**src/hdl/hbd_pkg.sv**
```systemverilog
`timescale 1ns / 1ps

package hbd_pkg;

  // Rate ring depth and derived widths
  localparam int unsigned HIST_DEPTH = 8;
  localparam int unsigned SLOT_W     = (HIST_DEPTH > 1) ? $clog2(HIST_DEPTH) : 1;
  localparam int unsigned COUNT_W    = $clog2(HIST_DEPTH + 1);

  // Field widths
  localparam int unsigned SAMPLE_W = 32;
  localparam int unsigned TIME_W   = 32;
  localparam int unsigned BPM_W    = 16;
  localparam int unsigned PULSE_W  = 16;
  localparam int unsigned CFG_W    = 32;
  localparam int unsigned CFG_IDX_W = 2;

  // Rate numerator: ms per minute
  localparam int unsigned RATE_NUM = 60000;

  // Sum of the ring and the width of the shared serial divider
  localparam int unsigned SUM_W = $clog2(HIST_DEPTH * RATE_NUM + 1);
  localparam int unsigned DIV_W = SUM_W;
  localparam int unsigned DVSR_W = TIME_W;
  localparam int unsigned BITCNT_W = $clog2(DIV_W);

  // Register indexes
  localparam logic [CFG_IDX_W-1:0] CFG_MAX_THR  = CFG_IDX_W'(0);
  localparam logic [CFG_IDX_W-1:0] CFG_MIN_THR  = CFG_IDX_W'(1);
  localparam logic [CFG_IDX_W-1:0] CFG_FALL_THR = CFG_IDX_W'(2);
  localparam logic [CFG_IDX_W-1:0] CFG_MIN_PULSE = CFG_IDX_W'(3);

  // Register reset values
  localparam logic signed [SAMPLE_W-1:0] MAX_THR_RST  = SAMPLE_W'(512000);
  localparam logic signed [SAMPLE_W-1:0] MIN_THR_RST  = SAMPLE_W'(25600);
  localparam logic signed [SAMPLE_W-1:0] FALL_THR_RST = SAMPLE_W'(0);
  localparam logic [PULSE_W-1:0]         MIN_PULSE_RST = PULSE_W'(250);

  typedef struct packed {
    logic signed [SAMPLE_W-1:0] sample;
    logic [TIME_W-1:0]          time_ms;
  } in_t;

  typedef struct packed {
    logic             beat;
    logic [BPM_W-1:0] bpm;
  } out_t;

endpackage

```
**src/hdl/heartbeat_detector_bpm_top.sv**
```systemverilog
`timescale 1ns / 1ps

// Channel | Ports                          | Transfer when
// --------+--------------------------------+--------------------------
// input   | in_valid, in_stall, in_data    | in_valid && !in_stall
// result  | out_valid, out_stall, out_data | out_valid && !out_stall
// config  | cfg_we, cfg_idx, cfg_wdata     | cfg_we
//
// A beat-closing item runs a bit-serial divider for 60000/interval, stores the
// rate, sums the ring one entry per cycle, then divides sum/fill_count. Any
// other item goes straight to the result push.
// Synchronous reset (rst_n low) restores register defaults, idle phase and zero
// last beat time, slot and fill count; the ring contents are not cleared.
// Under out_stall the next result waits in a holding register, in_stall high.

module heartbeat_detector_bpm_top (
  input  logic                          clk,
  input  logic                          rst_n,
  input  logic                          in_valid,
  output logic                          in_stall,
  input  hbd_pkg::in_t                  in_data,
  output logic                          out_valid,
  input  logic                          out_stall,
  output hbd_pkg::out_t                 out_data,
  input  logic                          cfg_we,
  input  logic [hbd_pkg::CFG_IDX_W-1:0] cfg_idx,
  input  logic [hbd_pkg::CFG_W-1:0]     cfg_wdata
);

  import hbd_pkg::*;

  typedef enum logic [2:0] {
    S_IDLE,
    S_DIV_RATE,
    S_STORE,
    S_SUM,
    S_DIV_MEAN,
    S_PUSH
  } state_t;

  typedef enum logic [1:0] {
    PH_IDLE,
    PH_PEAK,
    PH_DOWN
  } phase_t;

  // control state
  state_t                st_r, st_nxt;
  phase_t                phase_r, phase_nxt;
  logic [TIME_W-1:0]     last_r, last_nxt;
  logic [SLOT_W-1:0]     slot_r, slot_nxt;
  logic [COUNT_W-1:0]    fill_r, fill_nxt;
  logic [COUNT_W-1:0]    cnt_r, cnt_nxt;
  logic [BITCNT_W-1:0]   bit_cnt_r, bit_cnt_nxt;
  logic                  out_valid_r, out_valid_nxt;

  // registers
  logic signed [SAMPLE_W-1:0] max_thr_r, min_thr_r, fall_thr_r;
  logic [PULSE_W-1:0]         min_pulse_r;

  // datapath
  logic [DIV_W-1:0]  qd_r, qd_nxt;     // dividend in, quotient out
  logic [DIV_W-1:0]  rem_r, rem_nxt;
  logic [DVSR_W-1:0] dvsr_r, dvsr_nxt;
  logic [SUM_W-1:0]  sum_r, sum_nxt;
  out_t              res_r, res_nxt;
  out_t              out_r, out_nxt;

  // rate ring
  logic [BPM_W-1:0]  hist [HIST_DEPTH];
  logic              hist_we;
  logic [BPM_W-1:0]  hist_wdata;
  logic [BPM_W-1:0]  hist_rd_r;

  // divider step
  logic [DIV_W:0]    rem_sh;
  logic [DVSR_W-1:0] rem_diff;
  logic              div_ge;
  logic [DIV_W-1:0]  rem_step, qd_step;

  logic [TIME_W-1:0] interval;
  logic              in_xfer;

  assign in_stall  = (st_r != S_IDLE);
  assign in_xfer   = in_valid && !in_stall;
  assign out_valid = out_valid_r;
  assign out_data  = out_r;
  assign interval  = in_data.time_ms - last_r;

  // one restoring step: shift in the next dividend bit, subtract if it fits
  assign rem_sh   = {rem_r, qd_r[DIV_W-1]};
  assign div_ge   = DVSR_W'(rem_sh) >= dvsr_r;
  assign rem_diff = DVSR_W'(rem_sh) - dvsr_r;
  assign rem_step = div_ge ? rem_diff[DIV_W-1:0] : rem_sh[DIV_W-1:0];
  assign qd_step  = {qd_r[DIV_W-2:0], div_ge};

  always_comb begin
    st_nxt        = st_r;
    phase_nxt     = phase_r;
    last_nxt      = last_r;
    slot_nxt      = slot_r;
    fill_nxt      = fill_r;
    cnt_nxt       = cnt_r;
    bit_cnt_nxt   = bit_cnt_r;
    out_valid_nxt = out_valid_r && out_stall;
    qd_nxt        = qd_r;
    rem_nxt       = rem_r;
    dvsr_nxt      = dvsr_r;
    sum_nxt       = sum_r;
    res_nxt       = res_r;
    out_nxt       = out_r;
    hist_we       = 1'b0;
    hist_wdata    = (dvsr_r == '0) ? '0 : qd_r[BPM_W-1:0];

    case (st_r)
      S_IDLE: begin
        if (in_xfer) begin
          res_nxt = '0;
          st_nxt  = S_PUSH;
          if (in_data.sample > max_thr_r) begin
            // over-range: restart detection
            phase_nxt = PH_IDLE;
            last_nxt  = '0;
          end else begin
            case (phase_r)
              PH_PEAK: begin
                if (interval < TIME_W'(min_pulse_r)) begin
                  phase_nxt = PH_IDLE;
                end else begin
                  phase_nxt   = PH_DOWN;
                  last_nxt    = in_data.time_ms;
                  if (fill_r < COUNT_W'(HIST_DEPTH)) begin
                    fill_nxt = fill_r + COUNT_W'(1);
                  end
                  dvsr_nxt    = interval;
                  qd_nxt      = DIV_W'(RATE_NUM);
                  rem_nxt     = '0;
                  bit_cnt_nxt = BITCNT_W'(DIV_W - 1);
                  st_nxt      = S_DIV_RATE;
                end
              end
              PH_DOWN: begin
                if (in_data.sample <= fall_thr_r) begin
                  phase_nxt = PH_IDLE;
                end
              end
              default: begin
                phase_nxt = (in_data.sample > min_thr_r) ? PH_PEAK : PH_IDLE;
              end
            endcase
          end
        end
      end
      S_DIV_RATE: begin
        qd_nxt      = qd_step;
        rem_nxt     = rem_step;
        bit_cnt_nxt = bit_cnt_r - BITCNT_W'(1);
        if (bit_cnt_r == '0) begin
          st_nxt = S_STORE;
        end
      end
      S_STORE: begin
        // zero interval stores rate 0
        hist_we  = 1'b1;
        slot_nxt = (slot_r == SLOT_W'(HIST_DEPTH - 1)) ? '0 : slot_r + SLOT_W'(1);
        cnt_nxt  = '0;
        sum_nxt  = '0;
        st_nxt   = S_SUM;
      end
      S_SUM: begin
        if (cnt_r < fill_r) begin
          sum_nxt = sum_r + SUM_W'(hist_rd_r);
          cnt_nxt = cnt_r + COUNT_W'(1);
        end else begin
          dvsr_nxt    = DVSR_W'(fill_r);
          qd_nxt      = sum_r;
          rem_nxt     = '0;
          bit_cnt_nxt = BITCNT_W'(DIV_W - 1);
          st_nxt      = S_DIV_MEAN;
        end
      end
      S_DIV_MEAN: begin
        qd_nxt      = qd_step;
        rem_nxt     = rem_step;
        bit_cnt_nxt = bit_cnt_r - BITCNT_W'(1);
        if (bit_cnt_r == '0) begin
          res_nxt.beat = 1'b1;
          res_nxt.bpm  = qd_step[BPM_W-1:0];
          st_nxt       = S_PUSH;
        end
      end
      S_PUSH: begin
        if (!out_valid_r || !out_stall) begin
          out_nxt       = res_r;
          out_valid_nxt = 1'b1;
          st_nxt        = S_IDLE;
        end
      end
      default: begin
        st_nxt = S_IDLE;
      end
    endcase
  end

  always_ff @(posedge clk) begin
    if (!rst_n) begin
      st_r        <= S_IDLE;
      phase_r     <= PH_IDLE;
      last_r      <= '0;
      slot_r      <= '0;
      fill_r      <= '0;
      cnt_r       <= '0;
      bit_cnt_r   <= '0;
      out_valid_r <= 1'b0;
      max_thr_r   <= MAX_THR_RST;
      min_thr_r   <= MIN_THR_RST;
      fall_thr_r  <= FALL_THR_RST;
      min_pulse_r <= MIN_PULSE_RST;
    end else begin
      st_r        <= st_nxt;
      phase_r     <= phase_nxt;
      last_r      <= last_nxt;
      slot_r      <= slot_nxt;
      fill_r      <= fill_nxt;
      cnt_r       <= cnt_nxt;
      bit_cnt_r   <= bit_cnt_nxt;
      out_valid_r <= out_valid_nxt;
      if (cfg_we) begin
        case (cfg_idx)
          CFG_MAX_THR:   max_thr_r   <= SAMPLE_W'(cfg_wdata);
          CFG_MIN_THR:   min_thr_r   <= SAMPLE_W'(cfg_wdata);
          CFG_FALL_THR:  fall_thr_r  <= SAMPLE_W'(cfg_wdata);
          CFG_MIN_PULSE: min_pulse_r <= cfg_wdata[PULSE_W-1:0];
          default: ;
        endcase
      end
    end
  end

  // payload, no reset
  always_ff @(posedge clk) begin
    qd_r   <= qd_nxt;
    rem_r  <= rem_nxt;
    dvsr_r <= dvsr_nxt;
    sum_r  <= sum_nxt;
    res_r  <= res_nxt;
    out_r  <= out_nxt;
  end

  // ring: registered read at the next sum index, write-first on a collision
  always_ff @(posedge clk) begin
    if (hist_we) begin
      hist[slot_r] <= hist_wdata;
    end
    if (hist_we && (slot_r == cnt_nxt[SLOT_W-1:0])) begin
      hist_rd_r <= hist_wdata;
    end else begin
      hist_rd_r <= hist[cnt_nxt[SLOT_W-1:0]];
    end
  end

`ifndef SYNTHESIS
  a_no_beat_zero_bpm: assert property (@(posedge clk) disable iff (!rst_n)
    (out_valid_r && !out_r.beat) |-> (out_r.bpm == '0))
    else $error("result without beat carries nonzero bpm");

  a_fill_bound: assert property (@(posedge clk) disable iff (!rst_n)
    fill_r <= COUNT_W'(HIST_DEPTH))
    else $error("fill count beyond ring depth");

  a_sum_nonempty: assert property (@(posedge clk) disable iff (!rst_n)
    (st_r == S_SUM) |-> (fill_r != '0))
    else $error("summing an empty ring");

  a_push_after_mean: assert property (@(posedge clk) disable iff (!rst_n)
    (st_r == S_DIV_MEAN && bit_cnt_r == '0) |=> (st_r == S_PUSH && res_r.beat))
    else $error("mean division did not hand over a beat result");
`endif

endmodule
```
**config.mk**
```make
export PLATFORM = sky130hd
export DESIGN_NAME = heartbeat_detector_bpm_top
export DESIGN_NICKNAME = d
export VERILOG_FILES = /design/src/hdl/hbd_pkg.sv /design/src/hdl/heartbeat_detector_bpm_top.sv
export SDC_FILE = /design/constraint.sdc
export NUM_CORES = 1
export LEC_CHECK = 0
export BUFFER_PORTS_ARGS = -buffer_cell sky130_fd_sc_hd__buf_2
export CORE_MARGIN = 8
export CORE_UTILIZATION = 60
export CTS_BUF_LIST = sky130_fd_sc_hd__clkbuf_16
export DETAILED_ROUTE_END_ITERATION = 6
export GPL_ROUTABILITY_DRIVEN = 1
export PLACE_DENSITY_LB_ADDON = 0.08
export REMOVE_ABC_BUFFERS = 1
export SYNTH_ARGS = -nofsm -noshare
export SYNTH_HDL_FRONTEND = slang
export SYNTH_SLANG_ARGS = --single-unit
```
**constraint.sdc**
```tcl
create_clock -name clk -period 7.3 [get_ports clk]
set_input_delay 0.365 -clock clk [delete_from_list [all_inputs] [get_ports clk]]
set_output_delay 0.365 -clock clk [all_outputs]
set_load 0.02 [all_outputs]
```
==> results of run 1 <==
[metrics by stage]
stage                     total power [W]  worst slack, ns  hold WS, ns  std cells  instance area (um2)
after floorplan                   0.00460             1.92        0.400       2108                22200
after detailed placement          0.00520             2.19        0.405       2760                23700
final                             0.00737             2.35       0.0242       2843                25100
after CTS                         0.00741             2.34     0.000920       2843                25100
after global placement            0.00513             2.36        0.401       2760                23700
after global routing              0.00776             1.90       0.0212       2843                25100
[worst register-to-register path, cell delays in order (launching register included)]
cell and delay (ns):
dfxtp_1 0.32, inv_1 0.05, ha_1 0.32, a21o_1 0.23
or3_1 0.33, o21ai_2 0.28, nand2b_1 0.09, a21oi_1 0.18
xnor2_1 0.17, ha_1 0.29, a21o_1 0.17, a21o_1 0.18
a21oi_1 0.14, nor2_1 0.06, a211oi_1 0.25, o2111ai_1 0.17
nor4_1 0.22, nand4b_1 0.22, nor3b_4 0.45, or2_2 0.24
a21oi_4 0.24
[power by group through the flow]
stage | clock [W] | combinational [W] | sequential [W]
after floorplan | 0 | 0.00136 | 0.00324
after global placement | 0 | 0.00184 | 0.00329
after detailed placement | 0 | 0.00191 | 0.00329
after CTS | 0.00224 | 0.00192 | 0.00325
after global routing | 0.00233 | 0.00215 | 0.00328
final | 0.00220 | 0.00192 | 0.00325
[sequential cells by signal, indices dropped and copies added, names as in the netlist, 4 cells and up, named ones only]
register	cells
hist	128
min_pulse_r	16
max_thr_r	32
bit_cnt_r	5
dvsr_r	32
rem_r	19
out_data	17
sum_r	19
res_r	17
fill_r	4
fall_thr_r	32
cnt_r	4
qd_r	19
last_r	32
min_thr_r	32
[how the worst max path moves through the flow]
stage / slack (ns) / cells after the start / start / to
global placement: 2.36 / 20 / in_data[4] / dvsr_r[6]
global route: 1.90 / 20 / last_r[4] / dvsr_r[9]
detailed placement: 2.19 / 20 / in_data[4] / dvsr_r[31]
floorplan: 1.92 / 19 / in_data[0] / last_r[0]
CTS: 2.34 / 20 / last_r[4] / dvsr_r[25]
finish: 2.35 / 20 / last_r[4] / dvsr_r[25]
[cell usage in the layout (no fill, tap or decap), types with 40 or more instances in the layout]
cell and n:
a21oi_1 182, and2_1 40, buf_2 121, clkbuf_16 43, dfxtp_1 168, edfxtp_1 251, ha_1 189, inv_1 211
nand2_1 293, nand3_1 57, nor2_1 112, o21ai_0 63
[per-layer routing]
layer / up-vias / track usage (%) / part of all wire (%)
li1: 8089 / - / -
met4: 2 / 6.63 / 2.3
met1: 7899 / 30.9 / 45
met2: 368 / 40.9 / 48
met3: 86 / 3.21 / 4.5
met5: - / 0 / 0.025
[logic make-up (layout without fill, tap and decap cells)]
kind of cell / after synthesis / in the layout / share of synthesized area, %
mux: 74 / 74 / 5.15
xor+xnor: 53 / 53 / 2.06
buf+inv: 293 / 428 / 5.08
flops: 420 / 420 / 48.4
simple gates: 689 / 689 / 14.4
fa+ha+maj: 192 / 192 / 10.7
compound gates: 476 / 476 / 14.2
[area by class of cell]
type | instances | area [um2]
multi-input combinational | 1484 | 10600
clock inverter | 36 | 329
timing repair buffer | 145 | 796
clock buffer | 43 | 1080
inverter | 204 | 767
tap | 511 | 639
fill | 2999 | 12300
sequential | 420 | 10900
==> summary.txt, run 1 <==
Run status
  – Status: complete, no violations

Timing
  – Post-Route Setup TNS: 0 ns
  – Worst Tran Pin Value: 1.21 ns
  – Fin. Hold Viols: 0
  – Minimum clock period: 4.95 ns
  – Slew headroom: 19.0%
  – Slew Limit Fails: 0
  – Fin crit share: 67.8%
  – Final setup vio count: 0
  – Final setup skew: 0.0177 ns
  – RSZ-0062 raised after global routing: no
  – Fmax: 0.202 GHz

Finish
  – Final core utilization: 67.2%
  – Final nets: 2593
  – Syn-to-layout area delta: 11.4%
  – Antenna cells: 0
  – Ratio of cells with drive above 1 in the final layout: 13.4%

Setup path
  – Reg2reg start: last_r[4]
  – Critical path class: flip-flop to flip-flop
  – Setup crit end kind: flip-flop
  – Crit path arrival time: 5.16 ns
  – Required @ worst endpoint: 7.51 ns
  – CP max FO: 32
  – R2R Setup Slk: 2.35 ns
  – Crit path buf inv count: 1
  – Cell mode on critical path: a21o_1
  – FF-to-FF End: dvsr_r[25]
  – CP max stage cell: nor3b_4
  – Crit-path cells: inv_1, ha_1, a21o_1, or3_1, o21ai_2, nand2b_1, a21oi_1, xnor2_1, ha_1, a21o_1, a21o_1, a21oi_1, nor2_1, a211oi_1, o2111ai_1, nor4_1, nand4b_1, nor3b_4, or2_2, a21oi_4
  – Worst Reg-to-Reg Cells: 20
  – Crit start category: flip-flop
  – Crit path max-delay family: compound AO/OA/AOI/OAI gates
  – Critical path's largest stage delay: 0.45 ns

Synthesis
  – Async SR Flop Fraction: 0%
  – Ys Warns: 0
  – Area contributors post-synth: edfxtp_1 (33%), dfxtp_1 (15%), ha_1 (10%)
  – Post-synth top area cell: edfxtp_1
  – Post-synth EDFFs: 251
  – Avg Cell Area, Syn: 10.3 um2
  – Post-synthesis sequential area ratio: 48.4%
  – Mapped cell area: 22600 um2
  – FF+latch count, synth: 420
  – Synth top area share: 33.4%
  – Primary FF master, synth: edfxtp_1
  – Synth unique cells: 79
  – Cells after synthesis: 2197
  – Commonest cells post-synth: nand2_1 (293), edfxtp_1 (251), inv_1 (204), ha_1 (189), a21oi_1 (185)
  – Most frequent cell after synthesis: nand2_1

Pwr
  – Switching Share: 31.6%
  – Pleak: 9.37 nW
  – Flop pwr share: 44.1%
  – Maximum vdd ir drop: 0.000186 V
  – Clock power frac: 29.8%
  – Switching pwr: 0.00233 W
  – Int Power: 0.00504 W
  – Combinational power share: 26.1%
  – Pwr dens: 293 nW/um2

CTS
  – # hold bufs at CTS: 4
  – TritonCTS clock tree: done
  – TritonCTS Sinks: 420
  – H-tree level count: 2
  – Post-CTS Setup Inserts: 0
  – Clock Latency Late Sink: 0.57 ns
  – CTS Buf Count: 43
  – Clock slew at reported path FFs: 0.06 ns
  – Clock root buffer: clkbuf_16
  – Post-CTS resize count: 0
  – Clock Path Buffers: 3

Hold path
  – Worst hold stages: 2
  – HP Class: input port to flip-flop
  – Hold worst-path end: last_r[30]
  – Hold Crit Start: in_data[30]

Routing
  – Via count: 16400
  – DRC: 0
  – Wire length per cell: 18.4 um
  – Antenna Violating Nets Remaining: 0
  – DR vias/cell: 5.78
  – Total Routed Length: 52400 um
  – Drt first pass iters: 7
  – DRT iter0 DRCs: 1003

Place
  – Port bufs: 121
  – Placer Congestion: 0.865
  – HPWL Detailed: 37400 um

GRT
  – Vias in the first global route: 16400
  – Gr ovfl total: 0
  – Initial antenna violation count: 1
  – Gr usage total: 23.7%
  – Largest net degree at the start of global routing: 65
  – First-pass GRT wire length: 84500 um

Floorplanning
  – IO Pins: 122
  – Die Width: 210 um
  – Core Box Area: 37400 um2
  – Chip height: 210 um
  – Die Area: 44100 um2
  – FP Rows: 71
  – Starting Density: 60.4%

Run
  – Max-cap viol count: 0
No activity file was read; power rests on OpenSTA's default activity.
==> inputs of run 2 (changes only) <==
- clock period: 7.3 -> 5.18 ns (I/O delays scaled with it)
==> run 2 against run 1 <==
  * Clock-buffer cell count up 3
  * Wire length is 2.1% higher
  * Utilization up 1.8 points
  * First-iteration DRC count shrank 1.9%
  * Critical path depth grew 3
  * Register-to-register slack worse by 2.0 ns
  * Power grew 42%
  * Critical path type is now input port to flip-flop
  * Critical endpoint is now last_r[0]
  * Largest power group unchanged
  * Highest routed layer is now met4
==> summary.txt, run 2 (synthesized netlist as in run 1, its figures left out) <==
CTS
  – Clock root buffer: clkbuf_16
  – Post-CTS Setup Inserts: 0 (unchanged)
  – CTS Buf Count: 45 (+4.7%)
  – H-tree level count: 2 (unchanged)
  – Clock Latency Late Sink: 0.57 ns (about the same)
  – TritonCTS clock tree: done
  – Clock Path Buffers: 3 (unchanged)
  – TritonCTS Sinks: 420 (unchanged)
  – Clock slew at reported path FFs: 0.06 ns (about the same)

Floorplanning
  – IO Pins: 122 (unchanged)
  – FP Rows: 71 (unchanged)
  – Chip height: 210 um (unchanged)
  – Starting Density: 60.4% (unchanged)
  – Core Box Area: 37400 um2 (unchanged)
  – Die Width: 210 um (unchanged)
  – Die Area: 44100 um2 (unchanged)

Timing
  – Fin crit share: 93.0%
  – Fin. Hold Viols: 0 (unchanged)
  – Worst Tran Pin Value: 1.16 ns (-0.0508 ns)
  – Worst hold margin: 0.0342 ns (+0.0100 ns)
  – Slew Limit Fails: 0 (unchanged)
  – Minimum clock period: 4.82 ns
  – Final setup vio count: 0 (unchanged)
  – RSZ-0062 raised after global routing: no
  – Final WS setup: 0.362 ns (-1.98 ns)
  – Fmax: 0.208 GHz
  – Final setup skew: 0.0117 ns (-0.00600 ns)
  – Slew headroom: 22.4% (+3.4 points)

Setup path
  – Crit path arrival time: 5.23 ns (+0.07 ns)
  – R2R Setup Slk: 0.39 ns (-1.96 ns)
  – Cell mode on critical path: a21o_1
  – Crit start category: input port
  – Critical path class: input port to flip-flop
  – Critical path's largest stage delay: 0.54 ns (+0.09 ns)
  – Required @ worst endpoint: 5.59 ns (-1.92 ns)
  – CP max stage cell: dlygate4sd3_1
  – CP max FO: 32 (unchanged)
  – Crit-path cells: dlygate4sd3_1, buf_2, ha_1, a21o_1, or3_1, o21ai_2, nand2b_1, a21oi_1, xnor2_1, ha_1, a21o_1, a21o_1, a21oi_1, nor2_1, a211oi_1, o2111ai_1, nor4_1, nand4b_1, nor3b_4, buf_4, nor4_4, buf_4, o2bb2ai_1
  – Setup crit end kind: flip-flop
  – Crit path max-delay family: compound AO/OA/AOI/OAI gates
  – Crit path buf inv count: 4 (+3)

Pwr
  – Maximum vdd ir drop: 0.000246 V (+32%)
  – Pleak: 9.68 nW (+3.2%)
  – Pwr dens: 404 nW/um2 (+38%)

Finish
  – Commonest non-fill, non-tap cell in the layout: nand2_1
  – Largest Register: hist
  – Syn-to-layout area delta: 14.4%
  – Max FFs per register: 128 (unchanged)
  – Ratio of cells with drive above 1 in the final layout: 13.4% (-0.016 points)
  – Most frequent cells in the layout: nand2_1 (293), edfxtp_1 (251), inv_1 (212), ha_1 (189), a21oi_1 (182)
  – Final nets: 2661 (+2.6%)

GRT
  – Initial antenna violation count: 1 (unchanged)
  – Gr ovfl total: 0 (unchanged)
  – Vias in the first global route: 16400 (+0.34%)
  – First-pass GRT wire length: 85400 um (+1.1%)
  – Gr usage total: 24.0% (+0.32 points)
  – Largest net degree at the start of global routing: 98 (+51%)

Routing
  – Via count: 16700 (+1.7%)
  – DRC: 0 (unchanged)
  – Antenna Violating Nets Remaining: 0 (unchanged)
  – Drt first pass iters: 7 (unchanged)
  – DRT iter0 DRCs: 984 (-1.9%)
  – Wire length per cell: 18.4 um (-0.34%)
  – Total Routed Length: 53600 um (+2.1%)
  – DR vias/cell: 5.74 (-0.79%)

Run status
  – Status: complete, no violations

Hold path
  – HP Class: input port to flip-flop

Place
  – HPWL Detailed: 38100 um (+1.8%)
  – Placer Congestion: 0.865 (about the same)
  – Setup slack after placement: 0.418 ns (-1.77 ns)
  – Port bufs: 121 (unchanged)

Run
  – Max-cap viol count: 0 (unchanged)
[run 2: cell count changes in the layout (fill, tap and decap cells not counted), moves of 2 or more]
cell           previous run  this run
buf_4                    20        25
bufinv_16                 5         3
clkbuf_16                43        46
clkinv_2                  8        10
clkinv_4                  0         2
dlygate4sd3_1             4        64
inv_6                     2         0
[run 2: report_power, final]
group          leakage [nW]  internal (W)  total, W  switching [W]
registers              3.68       0.00431   0.00458       0.000269
logic                  5.27       0.00106   0.00277        0.00171
clock network         0.732       0.00177   0.00309        0.00132
total                  9.68       0.00714    0.0104        0.00329
[run 2: tightest hold or removal path, cell delays in order]
cell	delay [ns]
buf_2	0.12
nand2_1	0.10
a21oi_1	0.07
[run 2: final cells by class]
cell class	count	area [um2]
repair buffers	211	1450
diodes	1	2.50
flip-flops and latches	420	10900
inverters	204	767
clock buffers	46	1150
clock inverters	37	279
well taps	511	639
multi-input cells	1484	10600
fillers	2883	11600
[run 2: what timing repair did]
item / in CTS / in global routing
hold buffers: 64 / 0
endpoints found under the hold margin: 142 / 0
resized for setup: 0 / 0
[run 2: path summary, 6_finish.rpt]
check	from	cells after the start	to
max reg2reg	last_r[4]	22	last_r[0]
min	out_stall	3	out_valid
max	in_data[4]	23	last_r[0]
min reg2reg	res_r[0]	0	out_data[0]
[run 2: routing by layer]
metal	global-route usage [%]	routed length, um
met5	0	0
met4	6.29	1130
met3	3.79	2910
met2	40.9	26000
met1	31.7	23500
[run 2: through the flow]
step | instances | total power [W] | cell area [um2] | util [%] | setup TNS (ns)
2_1_floorplan | 2108 | 0.00648 | 22200 | - | -3.66
3_3_place_gp | 2766 | 0.00728 | 23800 | 63.5 | 0
3_5_place_dp | 2766 | 0.00736 | 23800 | 63.5 | 0
4_1_cts | 2913 | 0.0105 | 25800 | 69.1 | 0
5_1_grt | 2914 | 0.0110 | 25800 | 69.1 | 0
6_report | 2914 | 0.0104 | 25800 | 69.1 | 0
